==> config.mk <==
export PLATFORM = sky130hd
export DESIGN_NAME = udp_checksum_checker_unit
export DESIGN_NICKNAME = d
export VERILOG_FILES = /design/src/hw/rtl/udpcc_pkg.sv /design/src/hw/rtl/udp_checksum_checker_unit.sv
export SDC_FILE = /design/constraint.sdc
export NUM_CORES = 1
export LEC_CHECK = 0
export ABC_CLOCK_PERIOD_IN_PS = 8950
export BUFFER_PORTS_ARGS = -buffer_cell sky130_fd_sc_hd__buf_2
export CAP_MARGIN = 10
export CORE_AREA = 2 2 198 200
export DETAILED_ROUTE_END_ITERATION = 10
export DIE_AREA = 0 0 200 202
export PLACE_DENSITY = 0.49
export SLEW_MARGIN = 0
export SYNTH_ARGS = -nofsm -noshare
export SYNTH_HDL_FRONTEND = slang
export SYNTH_SLANG_ARGS = --single-unit
==> constraint.sdc <==
create_clock -name clk -period 8.95 [get_ports clk]
set_input_delay 0.895 -clock clk [delete_from_list [all_inputs] [get_ports clk]]
set_output_delay 0.895 -clock clk [all_outputs]
set_load 0.05 [all_outputs]
==> src/hw/rtl/udpcc_pkg.sv <==
// Package for the UDP checksum checker: payload structs, status codes and
// the byte counter width with the constants derived from it.
// Depends on nothing; imported by udp_checksum_checker_unit.
package udpcc_pkg;

  // Width of the datagram byte counter (16 to 32).
  localparam int LENGTH_BITS = 16;
  // Number of 16-bit chunks of the byte counter that enter the sum.
  localparam int CNT_CHUNKS  = (LENGTH_BITS + 15) / 16;
  // Terms of the final sum: accumulator, data word, protocol, count chunks.
  localparam int SUM_TERMS   = CNT_CHUNKS + 3;
  localparam int FSUM_W      = 16 + $clog2(SUM_TERMS);

  localparam logic [15:0] UDP_PROTOCOL = 16'd17;
  localparam int          BYTE_SHIFT   = 8;
  localparam logic [2:0]  HDR_WORDS    = 3'd4;

  typedef enum logic [1:0] {
    ST_NONE      = 2'd0,
    ST_CORRECT   = 2'd1,
    ST_INCORRECT = 2'd2,
    ST_UNCHECKED = 2'd3
  } status_t;

  typedef struct packed {
    logic        func;
    logic [15:0] data_word;
    logic        odd_byte;
    logic        last;
    logic        fragmented;
    logic        truncated;
  } in_item_t;

  typedef struct packed {
    status_t     status;
    logic [15:0] source_port;
    logic [15:0] dest_port;
    logic [15:0] length_field;
    logic [15:0] checksum_field;
    logic [15:0] residual;
  } out_item_t;

endpackage

==> src/hw/rtl/udp_checksum_checker_unit.sv <==
// Top level of the UDP checksum checker: input register, ones-complement
// sum, header capture, byte counter and result register.
// Depends on udpcc_pkg.
//
// Usage: the input channel carries one 16-bit word per request, first the
// pseudo-header address words (func low), then the datagram words (func
// high). The datagram word flagged last closes the datagram and produces
// exactly one request on the output channel with the status, the four
// captured header words and the residual of the checksum.
// Timing: an accepted word is held in the input register and is then added
// into the sum state; for a last word the result register is loaded at that
// same edge, and out_valid rises with the loaded result.
// Throughput: one word per cycle while in_stall is low; the sum accumulator
// uses a single 16-bit ones-complement add.
// Stall: the output register holds a result while out_stall is high. Words
// that give no result keep flowing; a last word waits in the input register
// until the output register is free, and in_stall is raised meanwhile.
// Reset: synchronous on rst_n low; both channels empty, the sum, the byte
// count, the word index and the captured header words return to zero.
// After each result the same state returns to zero for the next datagram.
module udp_checksum_checker_unit (
  input  logic                 clk,
  input  logic                 rst_n,
  input  logic                 in_valid,
  output logic                 in_stall,
  input  udpcc_pkg::in_item_t  in_data,
  output logic                 out_valid,
  input  logic                 out_stall,
  output udpcc_pkg::out_item_t out_data
);
  import udpcc_pkg::*;

  // Input register.
  logic       s_valid_r, s_valid_nxt;
  in_item_t   s_item_r;

  // Checker state.
  logic [15:0]            sum_acc_r, sum_acc_nxt;
  logic [LENGTH_BITS-1:0] byte_cnt_r, byte_cnt_nxt;
  logic [2:0]             word_idx_r, word_idx_nxt;
  logic [15:0]            port_src_r, port_src_nxt;
  logic [15:0]            port_dst_r, port_dst_nxt;
  logic [15:0]            len_r, len_nxt;
  logic [15:0]            sum_field_r, sum_field_nxt;

  // Result register.
  logic       out_valid_r, out_valid_nxt;
  out_item_t  out_data_r, out_data_nxt;

  logic                      in_acc;
  logic                      s_res;
  logic                      s_go;
  logic                      res_load;
  logic [15:0]               word_m;
  logic [16:0]               acc_add;
  logic [LENGTH_BITS:0]      cnt_sum;
  logic [LENGTH_BITS-1:0]    cnt_new;
  logic [CNT_CHUNKS*16-1:0]  cnt_pad;
  logic [FSUM_W-1:0]         fsum;
  logic [16:0]               fold1;
  logic [15:0]               fold2;
  logic [15:0]               residual;
  status_t                   status;

  assign s_res    = s_item_r.func && s_item_r.last;
  // A last word may only move on when the result register can take it.
  assign s_go     = !s_res || !out_valid_r || !out_stall;
  assign in_stall = s_valid_r && !s_go;
  assign in_acc   = in_valid && !in_stall;
  assign res_load = s_valid_r && s_res;

  always_comb begin
    s_valid_nxt = s_valid_r;
    if (in_acc) begin
      s_valid_nxt = 1'b1;
    end else if (s_go) begin
      s_valid_nxt = 1'b0;
    end
  end

  // Datagram word with the padding byte forced to zero.
  assign word_m = (s_item_r.func && s_item_r.odd_byte) ?
                  (s_item_r.data_word & (16'hFF << BYTE_SHIFT)) : s_item_r.data_word;

  assign acc_add = {1'b0, sum_acc_r} + {1'b0, word_m};

  // Saturating byte count.
  assign cnt_sum = {1'b0, byte_cnt_r} +
                   (LENGTH_BITS + 1)'(s_item_r.odd_byte ? 2'd1 : 2'd2);
  assign cnt_new = cnt_sum[LENGTH_BITS] ? {LENGTH_BITS{1'b1}} : cnt_sum[LENGTH_BITS-1:0];
  assign cnt_pad = (CNT_CHUNKS * 16)'(cnt_new);

  // Final sum done as one wide add and two folds; the ones-complement
  // result matches the word-by-word end-around-carry chain.
  always_comb begin
    fsum = FSUM_W'(sum_acc_r) + FSUM_W'(word_m) + FSUM_W'(UDP_PROTOCOL);
    for (int k = 0; k < CNT_CHUNKS; k++) begin
      fsum = fsum + FSUM_W'(cnt_pad[k*16 +: 16]);
    end
  end

  assign fold1    = 17'(fsum[15:0]) + 17'(fsum[FSUM_W-1:16]);
  assign fold2    = fold1[15:0] + 16'(fold1[16]);
  assign residual = ~fold2;

  // If the last word is itself the fourth header word, the checksum field is taken from it directly.
  always_comb begin
    logic [15:0] chk;
    chk = (word_idx_r == 3'd3) ? word_m : sum_field_r;
    if (chk == 16'd0) begin
      status = ST_NONE;
    end else if (s_item_r.fragmented || s_item_r.truncated) begin
      status = ST_UNCHECKED;
    end else if (residual == 16'd0) begin
      status = ST_CORRECT;
    end else begin
      status = ST_INCORRECT;
    end
  end

  always_comb begin
    sum_acc_nxt   = sum_acc_r;
    byte_cnt_nxt  = byte_cnt_r;
    word_idx_nxt  = word_idx_r;
    port_src_nxt  = port_src_r;
    port_dst_nxt  = port_dst_r;
    len_nxt       = len_r;
    sum_field_nxt = sum_field_r;
    if (s_valid_r && s_go) begin
      sum_acc_nxt = acc_add[15:0] + 16'(acc_add[16]);
      if (s_item_r.func) begin
        byte_cnt_nxt = cnt_new;
        case (word_idx_r)
          3'd0:    port_src_nxt  = word_m;
          3'd1:    port_dst_nxt  = word_m;
          3'd2:    len_nxt       = word_m;
          3'd3:    sum_field_nxt = word_m;
          default: ;
        endcase
        if (word_idx_r < HDR_WORDS) begin
          word_idx_nxt = word_idx_r + 3'd1;
        end
      end
      if (s_res) begin
        sum_acc_nxt   = '0;
        byte_cnt_nxt  = '0;
        word_idx_nxt  = '0;
        port_src_nxt  = '0;
        port_dst_nxt  = '0;
        len_nxt       = '0;
        sum_field_nxt = '0;
      end
    end
  end

  always_comb begin
    out_valid_nxt = out_valid_r;
    out_data_nxt  = out_data_r;
    if (res_load && s_go) begin
      out_valid_nxt               = 1'b1;
      out_data_nxt.status         = status;
      out_data_nxt.source_port    = (word_idx_r == 3'd0) ? word_m : port_src_r;
      out_data_nxt.dest_port      = (word_idx_r == 3'd1) ? word_m : port_dst_r;
      out_data_nxt.length_field   = (word_idx_r == 3'd2) ? word_m : len_r;
      out_data_nxt.checksum_field = (word_idx_r == 3'd3) ? word_m : sum_field_r;
      out_data_nxt.residual       = residual;
    end else if (!out_stall) begin
      out_valid_nxt = 1'b0;
    end
  end

  always_ff @(posedge clk) begin
    if (!rst_n) begin
      s_valid_r   <= 1'b0;
      out_valid_r <= 1'b0;
      sum_acc_r   <= '0;
      byte_cnt_r  <= '0;
      word_idx_r  <= '0;
      port_src_r  <= '0;
      port_dst_r  <= '0;
      len_r       <= '0;
      sum_field_r <= '0;
    end else begin
      s_valid_r   <= s_valid_nxt;
      out_valid_r <= out_valid_nxt;
      sum_acc_r   <= sum_acc_nxt;
      byte_cnt_r  <= byte_cnt_nxt;
      word_idx_r  <= word_idx_nxt;
      port_src_r  <= port_src_nxt;
      port_dst_r  <= port_dst_nxt;
      len_r       <= len_nxt;
      sum_field_r <= sum_field_nxt;
    end
  end

  always_ff @(posedge clk) begin
    if (in_acc) begin
      s_item_r <= in_data;
    end
    out_data_r <= out_data_nxt;
  end

  assign out_valid = out_valid_r;
  assign out_data  = out_data_r;

`ifndef SYNTH
  // The header word index saturates after the four header words.
  a_idx_range: assert property (@(posedge clk) disable iff (!rst_n)
    word_idx_r <= HDR_WORDS)
    else $error("word index beyond header");

  // Issuing a result clears the datagram state.
  a_clear_after_result: assert property (@(posedge clk) disable iff (!rst_n)
    (res_load && s_go) |=> (word_idx_r == 3'd0 && byte_cnt_r == '0 && sum_acc_r == 16'd0))
    else $error("state not cleared after result");

  // A correct status always comes with a zero residual.
  a_correct_res: assert property (@(posedge clk) disable iff (!rst_n)
    (out_valid_r && out_data_r.status == ST_CORRECT) |-> out_data_r.residual == 16'd0)
    else $error("correct status with nonzero residual");

  // Status none appears exactly when the checksum field is zero.
  a_none_iff_zero: assert property (@(posedge clk) disable iff (!rst_n)
    out_valid_r |-> ((out_data_r.status == ST_NONE) == (out_data_r.checksum_field == 16'd0)))
    else $error("status none does not match checksum field");

  // A waiting last word never overwrites a result that is still stalled.
  a_no_overwrite: assert property (@(posedge clk) disable iff (!rst_n)
    (out_valid_r && out_stall && res_load) |-> in_stall || !s_go)
    else $error("result register overwritten while stalled");
`endif

endmodule
==> flow_metrics.env, run 1 <==
export IMPL_stdcell_area_mm2=0.0136
export IMPL_ir_drop_v=0.000132
export IMPL_worst_path_buf_inv=3
export IMPL_synth_area_mux_share_pct=2.34
export IMPL_dieArea_mm2=0.0404
export IMPL_die_h_um=202
export IMPL_synthAdderAreaFrac_pct=10.2
export IMPL_min_period_ns=8.38
export IMPL_slowest_stage="or4b_1"
export IMPL_ios=109
export IMPL_ys_ff_latch=204
export IMPL_min_path_type="reg -> reg"
export IMPL_cts_hold_buffers_added=0
export IMPL_overflow=0
export IMPL_core_area_mm2=0.0383
export IMPL_critPathMostFrequentCell="ha_1"
export IMPL_track_usage_pct=15.0
export IMPL_antenna_found_initial=0
export IMPL_tns_ns=0
export IMPL_clockBufferDepth=3
export IMPL_dpl_instance_area_mm2=0.0125
export IMPL_p_leak_nw=5.30
export IMPL_powerDensity_mw_per_mm2=184
export IMPL_path_clk_slew_ns=0.05
export IMPL_synth_area_leaders="edfxtp_1, dfxtp_1, ha_1, nor2b_1, nand2_1"
export IMPL_synth_compound_area_share_pct=14.7
export IMPL_drc=0
export IMPL_grt_pass1_vias=8136
export IMPL_nets=1373
export IMPL_hold_viol=0
export IMPL_fin_hold_ws_ns=0.490
export IMPL_n_fill_cell=3880
export IMPL_h_tree_depth=1
export IMPL_syn_area_per_cell_um2=9.80
export IMPL_drive_above_1_share_pct=17.6
export IMPL_fp_row_count=72
export IMPL_grt_max_degree=103
export IMPL_setup_viol=0
export IMPL_drt_pass1_iter_count=4
export IMPL_numCtsBuffers=26
export IMPL_cts_tree="built"
export IMPL_critPathMaxFanout=7
export IMPL_finalMaxSlewViolations=0
export IMPL_critical_path_class="reg -> reg"
export IMPL_area_growth_pct=19.4
export IMPL_synth_top_area_share_pct=27.2
export IMPL_vias_per_cell=4.81
export IMPL_stdcell_count=1805
export IMPL_synth_async_sr_flop_share_pct=0
export IMPL_worstMarginPinSlew_ns=1.11
export IMPL_root_buffer="clkbuf_16"
export IMPL_dp_cells=1747
export IMPL_yosys_warnings=0
export IMPL_syn_area_mm2=0.0114
export IMPL_synth_edff_count=103
export IMPL_drt_iter0_markers=386
export IMPL_fmax_mhz=119
export IMPL_synth_top_area_cell="edfxtp_1"
export IMPL_synth_flop_cell="edfxtp_1"
export IMPL_final_common_cell="buf_2"
export IMPL_dieWidth_um=200
export IMPL_start_kind="flip-flop"
export IMPL_detailed_place_hpwl_mm=21.1
export IMPL_maxSlewHeadroom_pct=26.1
export IMPL_yosysUniqueCellTypes=74
export IMPL_cp_end_kind="flip-flop"
export IMPL_final_antenna_net_count=0
export IMPL_crit_arrival_ns=8.66
export IMPL_drv_cap=0
export IMPL_outcome="finished clean"
export IMPL_num_vias=8688
export IMPL_wl_per_cell_um=16.9
export IMPL_clock_latency_ns=0.55
export IMPL_synth_xor_area_share_pct=4.40
export IMPL_utilization_pct=35.4
export IMPL_grt_pass1_wl_mm=47.1
export IMPL_gp_congestion=0.850
export IMPL_clock_skew_final_ns=0.0166
export IMPL_cp_slowest_stage_delay_ns=0.54
export IMPL_synth_fp_nets=1264
export IMPL_clock_sinks=204
export IMPL_synth_seq_area_share_pct=45.1
export IMPL_port_buffers=108
export IMPL_required_ns=9.24
export IMPL_fin_crit_sh_pct=93.6
export IMPL_synth_top_family_by_area="simple AND/OR/NAND/NOR gates"
export IMPL_crit_family="simple AND/OR/NAND/NOR gates"
export IMPL_routed_wl_mm=30.5
export IMPL_mostFrequentLayoutCells="buf_2, nand2_1, edfxtp_1"
export IMPL_synth_simple_area_share_pct=18.6
export IMPL_netlist_instances=1158
export IMPL_antenna_cells=0
export IMPL_start_util_pct=29.7
## cell usage after synthesis (all sizes together), types with 3 or more instances
| library cell | count |
|---|---|
| a2111oi | 5 |
| a211oi | 7 |
| a21o | 11 |
| a21oi | 67 |
| a22oi | 39 |
| a2bb2oi | 6 |
| and2 | 19 |
| and3 | 14 |
| buf | 8 |
| clkbuf | 41 |
| dfxtp | 101 |
| edfxtp | 103 |
| fa | 19 |
| ha | 62 |
| inv | 93 |
| mux2 | 9 |
| mux2i | 16 |
| nand2 | 107 |
| nand2b | 8 |
| nand3 | 32 |
| nand4 | 13 |
| nor2 | 40 |
| nor2b | 83 |
| nor3 | 20 |
| nor3b | 26 |
| nor4 | 10 |
| o211ai | 5 |
| o21a | 4 |
| o21ai | 79 |
| o21bai | 3 |
| o311ai | 4 |
| or2 | 6 |
| or3 | 4 |
| or4 | 3 |
| xnor2 | 38 |
| xor2 | 19 |
## where the power goes
part           leakage [nW]  internal [mW]  switching (mW)
registers              1.76           1.01          0.0128
clock network         0.439          0.665           0.426
logic                  3.10          0.132           0.253
total                  5.30           1.80           0.692
## metal layers
metal,GRT usage [%],up-vias,wire length [um]
li1,-,4328,-
met1,21.5,4144,14700
met2,23.5,178,13800
met3,2.20,38,1230
met4,4.02,0,755
met5,0,-,0
## flip-flops by register name (all words and copies together), names as in the netlist
signal	cells
out_valid	1
port_src_r	16
sum_acc_r	16
s_item_r	21
byte_cnt_r	16
word_idx_r	3
port_dst_r	16
s_valid_r	1
len_r	16
sum_field_r	16
out_data	82
## final timing paths
kind | from | to | slack [ns] | depth (start not counted)
worst min register to register | byte_cnt_r[0]$_SDFFE_PN0P_ | byte_cnt_r[0]$_SDFFE_PN0P_ | 0.49 | 2
worst max-delay path | s_item_r[3]$_DFFE_PP_ | out_data[81]$_SDFFCE_PN0P_ | 0.57 | 37
worst max register to register | s_item_r[3]$_DFFE_PP_ | out_data[81]$_SDFFCE_PN0P_ | 0.57 | 37
worst min-delay path | byte_cnt_r[0]$_SDFFE_PN0P_ | byte_cnt_r[0]$_SDFFE_PN0P_ | 0.49 | 2
## kinds of logic after synthesis
| logic type | after synthesis |
|---|---|
| DFF | 204 |
| buffers and inverters | 142 |
| xor gates and xnor gates | 57 |
| and+or+nand+nor | 391 |
| muxes | 25 |
| adders and majority gates | 81 |
| AOI/OAI and AO/OA | 258 |
## what timing repair did
action	4_1_cts	5_1_grt
setup endpoints to repair	2	2
cloned	0	1
buffers inserted	0	9
pin swaps	0	8
resized for setup	4	24
## through the flow
| step | setup WS, ns | power [mW] |
|---|---|---|
| after floorplan | 0.592 | 1.31 |
| after global placement | 0.187 | 1.42 |
| after detailed placement | -0.105 | 1.42 |
| after CTS | 0.0238 | 2.53 |
| after global routing | -0.0213 | 2.61 |
| final | 0.573 | 2.49 |
## worst min-delay path: stages, from the launching register on
cell      delay (ns)
dfxtp_1         0.31
nand2_1         0.05
a21boi_0        0.07
## layout make-up
| cell class | count | area (um2) | area share, % |
|---|---|---|---|
| multi-input combinational | 812 | 5820 | 42.9 |
| sequential | 204 | 5110 | 37.7 |
| clock buffer | 36 | 772 | 5.70 |
| timing repair buffer | 130 | 707 | 5.22 |
| tap | 518 | 648 | 4.78 |
| inverter | 93 | 350 | 2.59 |
| clock inverter | 12 | 140 | 1.03 |
Power figures use the tool's default switching activity.
==> inputs of run 2 (changes only) <==
CTS_BUF_LIST = sky130_fd_sc_hd__clkbuf_8   (was unset)
==> flow_metrics.env, run 2 (synthesis results as in run 1) <==
export IMPL_grt_pass1_wl_mm=47.5
export IMPL_hold_viol=0
export IMPL_clock_skew_final_ns=0.0220
export IMPL_num_vias=8791
export IMPL_worstMarginPinSlew_ns=1.10
export IMPL_grt_pass1_vias=8292
export IMPL_clockBufferDepth=3
export IMPL_power_frac_seq_pct=43.6
export IMPL_required_ns=9.28
export IMPL_drive_above_1_share_pct=18.3
export IMPL_cts_tree="built"
export IMPL_outcome="finished clean"
export IMPL_p_leak_nw=5.32
export IMPL_stdcell_count=1833
export IMPL_wl_per_cell_um=16.9
export IMPL_rr_endpoint="out_data[81]$_SDFFCE_PN0P_"
export IMPL_rr_startpoint="s_item_r[3]$_DFFE_PP_"
export IMPL_tns_ns=0
export IMPL_start_kind="flip-flop"
export IMPL_clkPwrFrac_pct=39.9
export IMPL_cp_slowest_stage_delay_ns=0.54
export IMPL_min_path_type="in -> reg"
export IMPL_fin_crit_sh_pct=93.6
export IMPL_core_area_mm2=0.0383
export IMPL_hp_start="in_data[18]"
export IMPL_grt_max_degree=103
export IMPL_critPathMostFrequentCell="ha_1"
export IMPL_root_buffer="clkbuf_8"
export IMPL_area_growth_pct=18.3
export IMPL_detailed_place_hpwl_mm=21.1
export IMPL_antenna_cells=0
export IMPL_overflow=0
export IMPL_finalMaxSlewViolations=0
export IMPL_cts_hold_buffers_added=0
export IMPL_slowest_stage="or4b_1"
export IMPL_setup_viol=0
export IMPL_clock_latency_ns=0.59
export IMPL_clock_sinks=204
export IMPL_critical_path_class="reg -> reg"
export IMPL_maxSlewHeadroom_pct=26.5
export IMPL_min_period_ns=8.38
export IMPL_ios=109
export IMPL_final_common_cell="buf_2"
export IMPL_powerDensity_mw_per_mm2=174
export IMPL_pwr_share_comb_pct=16.5
export IMPL_crit_arrival_ns=8.71
export IMPL_dp_cells=1747
export IMPL_port_buffers=108
export IMPL_drt_iter0_markers=432
export IMPL_die_h_um=202
export IMPL_fin_hold_ws_ns=0.474
export IMPL_dieWidth_um=200
export IMPL_ir_drop_v=0.0000957
export IMPL_utilization_pct=35.1
export IMPL_largest_reg_flops=82
export IMPL_drc=0
export IMPL_track_usage_pct=15.3
export IMPL_vias_per_cell=4.80
export IMPL_drt_pass1_iter_count=4
export IMPL_crit_start="s_item_r[3]$_DFFE_PP_"
export IMPL_crit_end="out_data[81]$_SDFFCE_PN0P_"
export IMPL_antenna_found_initial=0
export IMPL_start_util_pct=29.7
export IMPL_critPathMaxFanout=7
export IMPL_switchingPower_uw=696
export IMPL_reg2reg_slack_ns=0.57
export IMPL_path_clk_slew_ns=0.06
export IMPL_mostFrequentLayoutCells="buf_2, nand2_1, inv_1, edfxtp_1, dfxtp_1"
export IMPL_n_fill_cell=3887
export IMPL_fp_row_count=72
export IMPL_switching_share_pct=29.8
export IMPL_cp_end_kind="flip-flop"
export IMPL_fmax_mhz=119
export IMPL_nets=1389
export IMPL_numCtsBuffers=41
export IMPL_routed_wl_mm=30.9
export IMPL_h_tree_depth=2
export IMPL_gp_congestion=0.850
export IMPL_dieArea_mm2=0.0404
export IMPL_ff2ff_path_depth=37
export IMPL_p_int_mw=1.64
export IMPL_final_antenna_net_count=0
export IMPL_drv_cap=0
-- run 2: cell count changes in the layout (fill, tap and decap cells not counted), sizes merged --
cell      delta
clkinv       +8
inv         +12
bufinv       -1
clkinvlp     -2
buf          +1
clkbuf      +10
-- run 2: power by group through the flow --
stage                     Sequential [mW]  Combinational (mW)  Clock (mW)
after detailed placement             1.04               0.378           0
after floorplan                      1.06               0.251           0
after CTS                            1.02               0.382       0.974
after global placement               1.04               0.380           0
after global routing                 1.02               0.429        1.01
final                                1.02               0.387       0.931
-- run 2: how the worst min path moves through the flow --
stage                                       endpoint  cells past startpoint  slack (ns)
after floorplan           byte_cnt_r[0]$_SDFFE_PN0P_                      2        0.45
after global placement    byte_cnt_r[0]$_SDFFE_PN0P_                      2        0.47
after detailed placement  byte_cnt_r[0]$_SDFFE_PN0P_                      2        0.48
after CTS                      s_item_r[9]$_DFFE_PP_                      1        0.42
after global routing           s_item_r[2]$_DFFE_PP_                      1        0.43
final                         s_item_r[18]$_DFFE_PP_                      1        0.47
-- run 2: per-stage QoR --
stage	power [mW]	setup WS (ns)	area [um2]
after floorplan	1.31	0.592	11400
after detailed placement	1.42	-0.105	12500
after CTS	2.37	0.0382	13300
final	2.34	0.572	13400
after global routing	2.46	-0.00857	13400
after global placement	1.42	0.187	12500
-- run 2: metal layers --
layer	vias to the layer above	wire (um)	global-route usage [%]
met2	199	13900	23.4
met5	-	0	0
met3	50	1440	3.24
met4	0	812	5.05
met1	4178	14800	21.4
li1	4364	-	-
-- run 2: final cells by class --
type	count	area [um2]	share of cell area [%]
clock buffers	46	633	4.71
repair buffers	131	714	5.32
well taps	518	648	4.82
flip-flops and latches	204	5110	38.1
inverters	93	350	2.61
multi-input cells	812	5820	43.3
clock inverters	29	156	1.16
-- run 2: timing repair --
action | in CTS | in global routing
pin swaps | 0 | 8
resized for setup | 4 | 24
gates cloned | 0 | 1
setup endpoints to repair | 2 | 2
setup buffers | 0 | 10
-- run 2: critical path, delay by kind of cell (launching register included) --
family	cells	cell delay, ns
AO/OA/AOI/OAI	8	1.79
XOR/XNOR	2	0.26
adder cells (fa/ha/maj)	9	2.37
buffers and inverters	3	0.31
flip-flops	1	0.38
AND/OR/NAND/NOR	15	3.01
==> inputs of run 3 (changes only) <==
CORE_AREA = 2 2 172 174   (was 2 2 198 200)
DIE_AREA = 0 0 174 176   (was 0 0 200 202)
PLACE_DENSITY = 0.61   (was 0.49)
==> flow_metrics.env, run 3 (synthesis results as in run 1) <==
export IMPL_setup_viol=0
export IMPL_num_vias=8770
export IMPL_utilization_pct=46.1
export IMPL_overflow=0
export IMPL_fmax_mhz=120
export IMPL_critPathMaxFanout=7
export IMPL_pre_cts_ws_ns=0.0566
export IMPL_final_common_cell="buf_2"
export IMPL_routed_wl_mm=27.8
export IMPL_mostFrequentLayoutCells="buf_2, nand2_1, inv_1, edfxtp_1, dfxtp_1"
export IMPL_drv_cap=0
export IMPL_fp_row_count=62
export IMPL_port_buffers=108
export IMPL_gp_congestion=0.891
export IMPL_cp_end_kind="flip-flop"
export IMPL_wl_per_cell_um=16.5
export IMPL_start_util_pct=39.8
export IMPL_p_leak_nw=5.25
export IMPL_grt_pass1_vias=8293
export IMPL_crit_arrival_ns=8.65
export IMPL_clock_sinks=204
export IMPL_clockBufferDepth=3
export IMPL_detailed_place_hpwl_mm=19.3
export IMPL_clock_latency_ns=0.54
export IMPL_slowest_stage="or4b_1"
export IMPL_critical_path_class="reg -> reg"
export IMPL_required_ns=9.23
export IMPL_worst_slack_ns=0.583
export IMPL_hold_viol=0
export IMPL_core_area_mm2=0.0285
export IMPL_ios=109
export IMPL_drc=0
export IMPL_n_fill_cell=2811
export IMPL_min_path_type="reg -> reg"
export IMPL_powerDensity_mw_per_mm2=172
export IMPL_grt_pass1_wl_mm=44.1
export IMPL_grt_max_degree=103
export IMPL_antenna_found_initial=0
export IMPL_cp_slowest_stage_delay_ns=0.55
export IMPL_worstMarginPinSlew_ns=1.06
export IMPL_min_period_ns=8.37
export IMPL_vias_per_cell=5.20
export IMPL_drt_pass1_iter_count=5
export IMPL_outcome="finished clean"
export IMPL_largest_reg_flops=82
export IMPL_root_buffer="clkbuf_8"
export IMPL_cts_hold_buffers_added=0
export IMPL_path_clk_slew_ns=0.06
export IMPL_track_usage_pct=18.0
export IMPL_h_tree_depth=2
export IMPL_maxSlewHeadroom_pct=29.3
export IMPL_dieWidth_um=174
export IMPL_critPathMostFrequentCell="ha_1"
export IMPL_drive_above_1_share_pct=17.2
export IMPL_drt_iter0_markers=565
export IMPL_antenna_cells=0
export IMPL_ir_drop_v=0.0000923
export IMPL_numCtsBuffers=38
export IMPL_area_growth_pct=15.8
export IMPL_dpl_instance_area_mm2=0.0123
export IMPL_start_kind="flip-flop"
export IMPL_finalPower_mw=2.27
export IMPL_nets=1380
export IMPL_final_antenna_net_count=0
export IMPL_dieArea_mm2=0.0306
export IMPL_die_h_um=176
export IMPL_cts_tree="built"
export IMPL_stdcell_area_mm2=0.0132
export IMPL_finalMaxSlewViolations=0
export IMPL_fin_crit_sh_pct=93.5
export IMPL_clock_skew_final_ns=0.0226
-- run 3: cell types whose count changed in the layout (fill, tap and decap cells not counted), sizes merged --
cell,change
buf,-6
clkbuf,-6
clkinvlp,+2
clkinv,-2
bufinv,+1
inv,-1
-- run 3: worst paths after layout --
| path | startpoint | end | slack [ns] | depth (start not counted) |
|---|---|---|---|---|
| hold reg to reg | byte_cnt_r[0]$_SDFFE_PN0P_ | byte_cnt_r[0]$_SDFFE_PN0P_ | 0.49 | 2 |
| setup reg to reg | s_item_r[3]$_DFFE_PP_ | out_data[81]$_SDFFCE_PN0P_ | 0.58 | 37 |
| hold / removal | byte_cnt_r[0]$_SDFFE_PN0P_ | byte_cnt_r[0]$_SDFFE_PN0P_ | 0.49 | 2 |
| setup / recovery | s_item_r[3]$_DFFE_PP_ | out_data[81]$_SDFFCE_PN0P_ | 0.58 | 37 |
-- run 3: cell type report --
class	instances	area, um2	share of cell area, %
timing repair buffer	125	669	5.09
multi-input combinational	812	5800	44.1
sequential	204	5120	38.9
clock inverter	29	180	1.37
inverter	93	350	2.66
clock buffer	40	551	4.19
tap	384	480	3.65
-- run 3: worst max-delay path: cells and delay by family, from the launching register on --
family                   cells  cell delay, ns
AO/OA/AOI/OAI                8            1.75
adder cells (fa/ha/maj)      9            2.44
flip-flops                   1            0.42
XOR/XNOR                     2            0.25
AND/OR/NAND/NOR             15            2.93
buffers and inverters        3            0.32
-- run 3: metal layers --
layer | up-vias | global-route usage [%] | part of all wire, %
met4 | 0 | 5.50 | 2.4
met3 | 50 | 2.76 | 4.4
met5 | - | 0 | 0
li1 | 4344 | - | -
met2 | 217 | 29.2 | 46
met1 | 4159 | 24.8 | 47
-- run 3: per-stage QoR --
stage | std cells | setup TNS [ns] | hold WS, ns
4_1_cts | 1683 | 0 | 0.491
2_1_floorplan | 1158 | 0 | 0.447
6_report | 1687 | 0 | 0.494
3_5_place_dp | 1614 | 0 | 0.483
3_3_place_gp | 1614 | 0 | 0.468
5_1_grt | 1687 | -0.0154 | 0.517
-- run 3: power breakdown --
group	total, mW	internal [mW]	leakage, nW	switching [mW]
Clock	0.871	0.474	0.408	0.397
Combinational	0.377	0.131	3.08	0.246
Sequential	1.02	1.01	1.76	0.0131
-- run 3: timing repair --
item                                    in CTS  in global routing
gates resized for setup                      0                 23
buffers inserted                             0                  3
endpoints found under the setup margin       0                  4
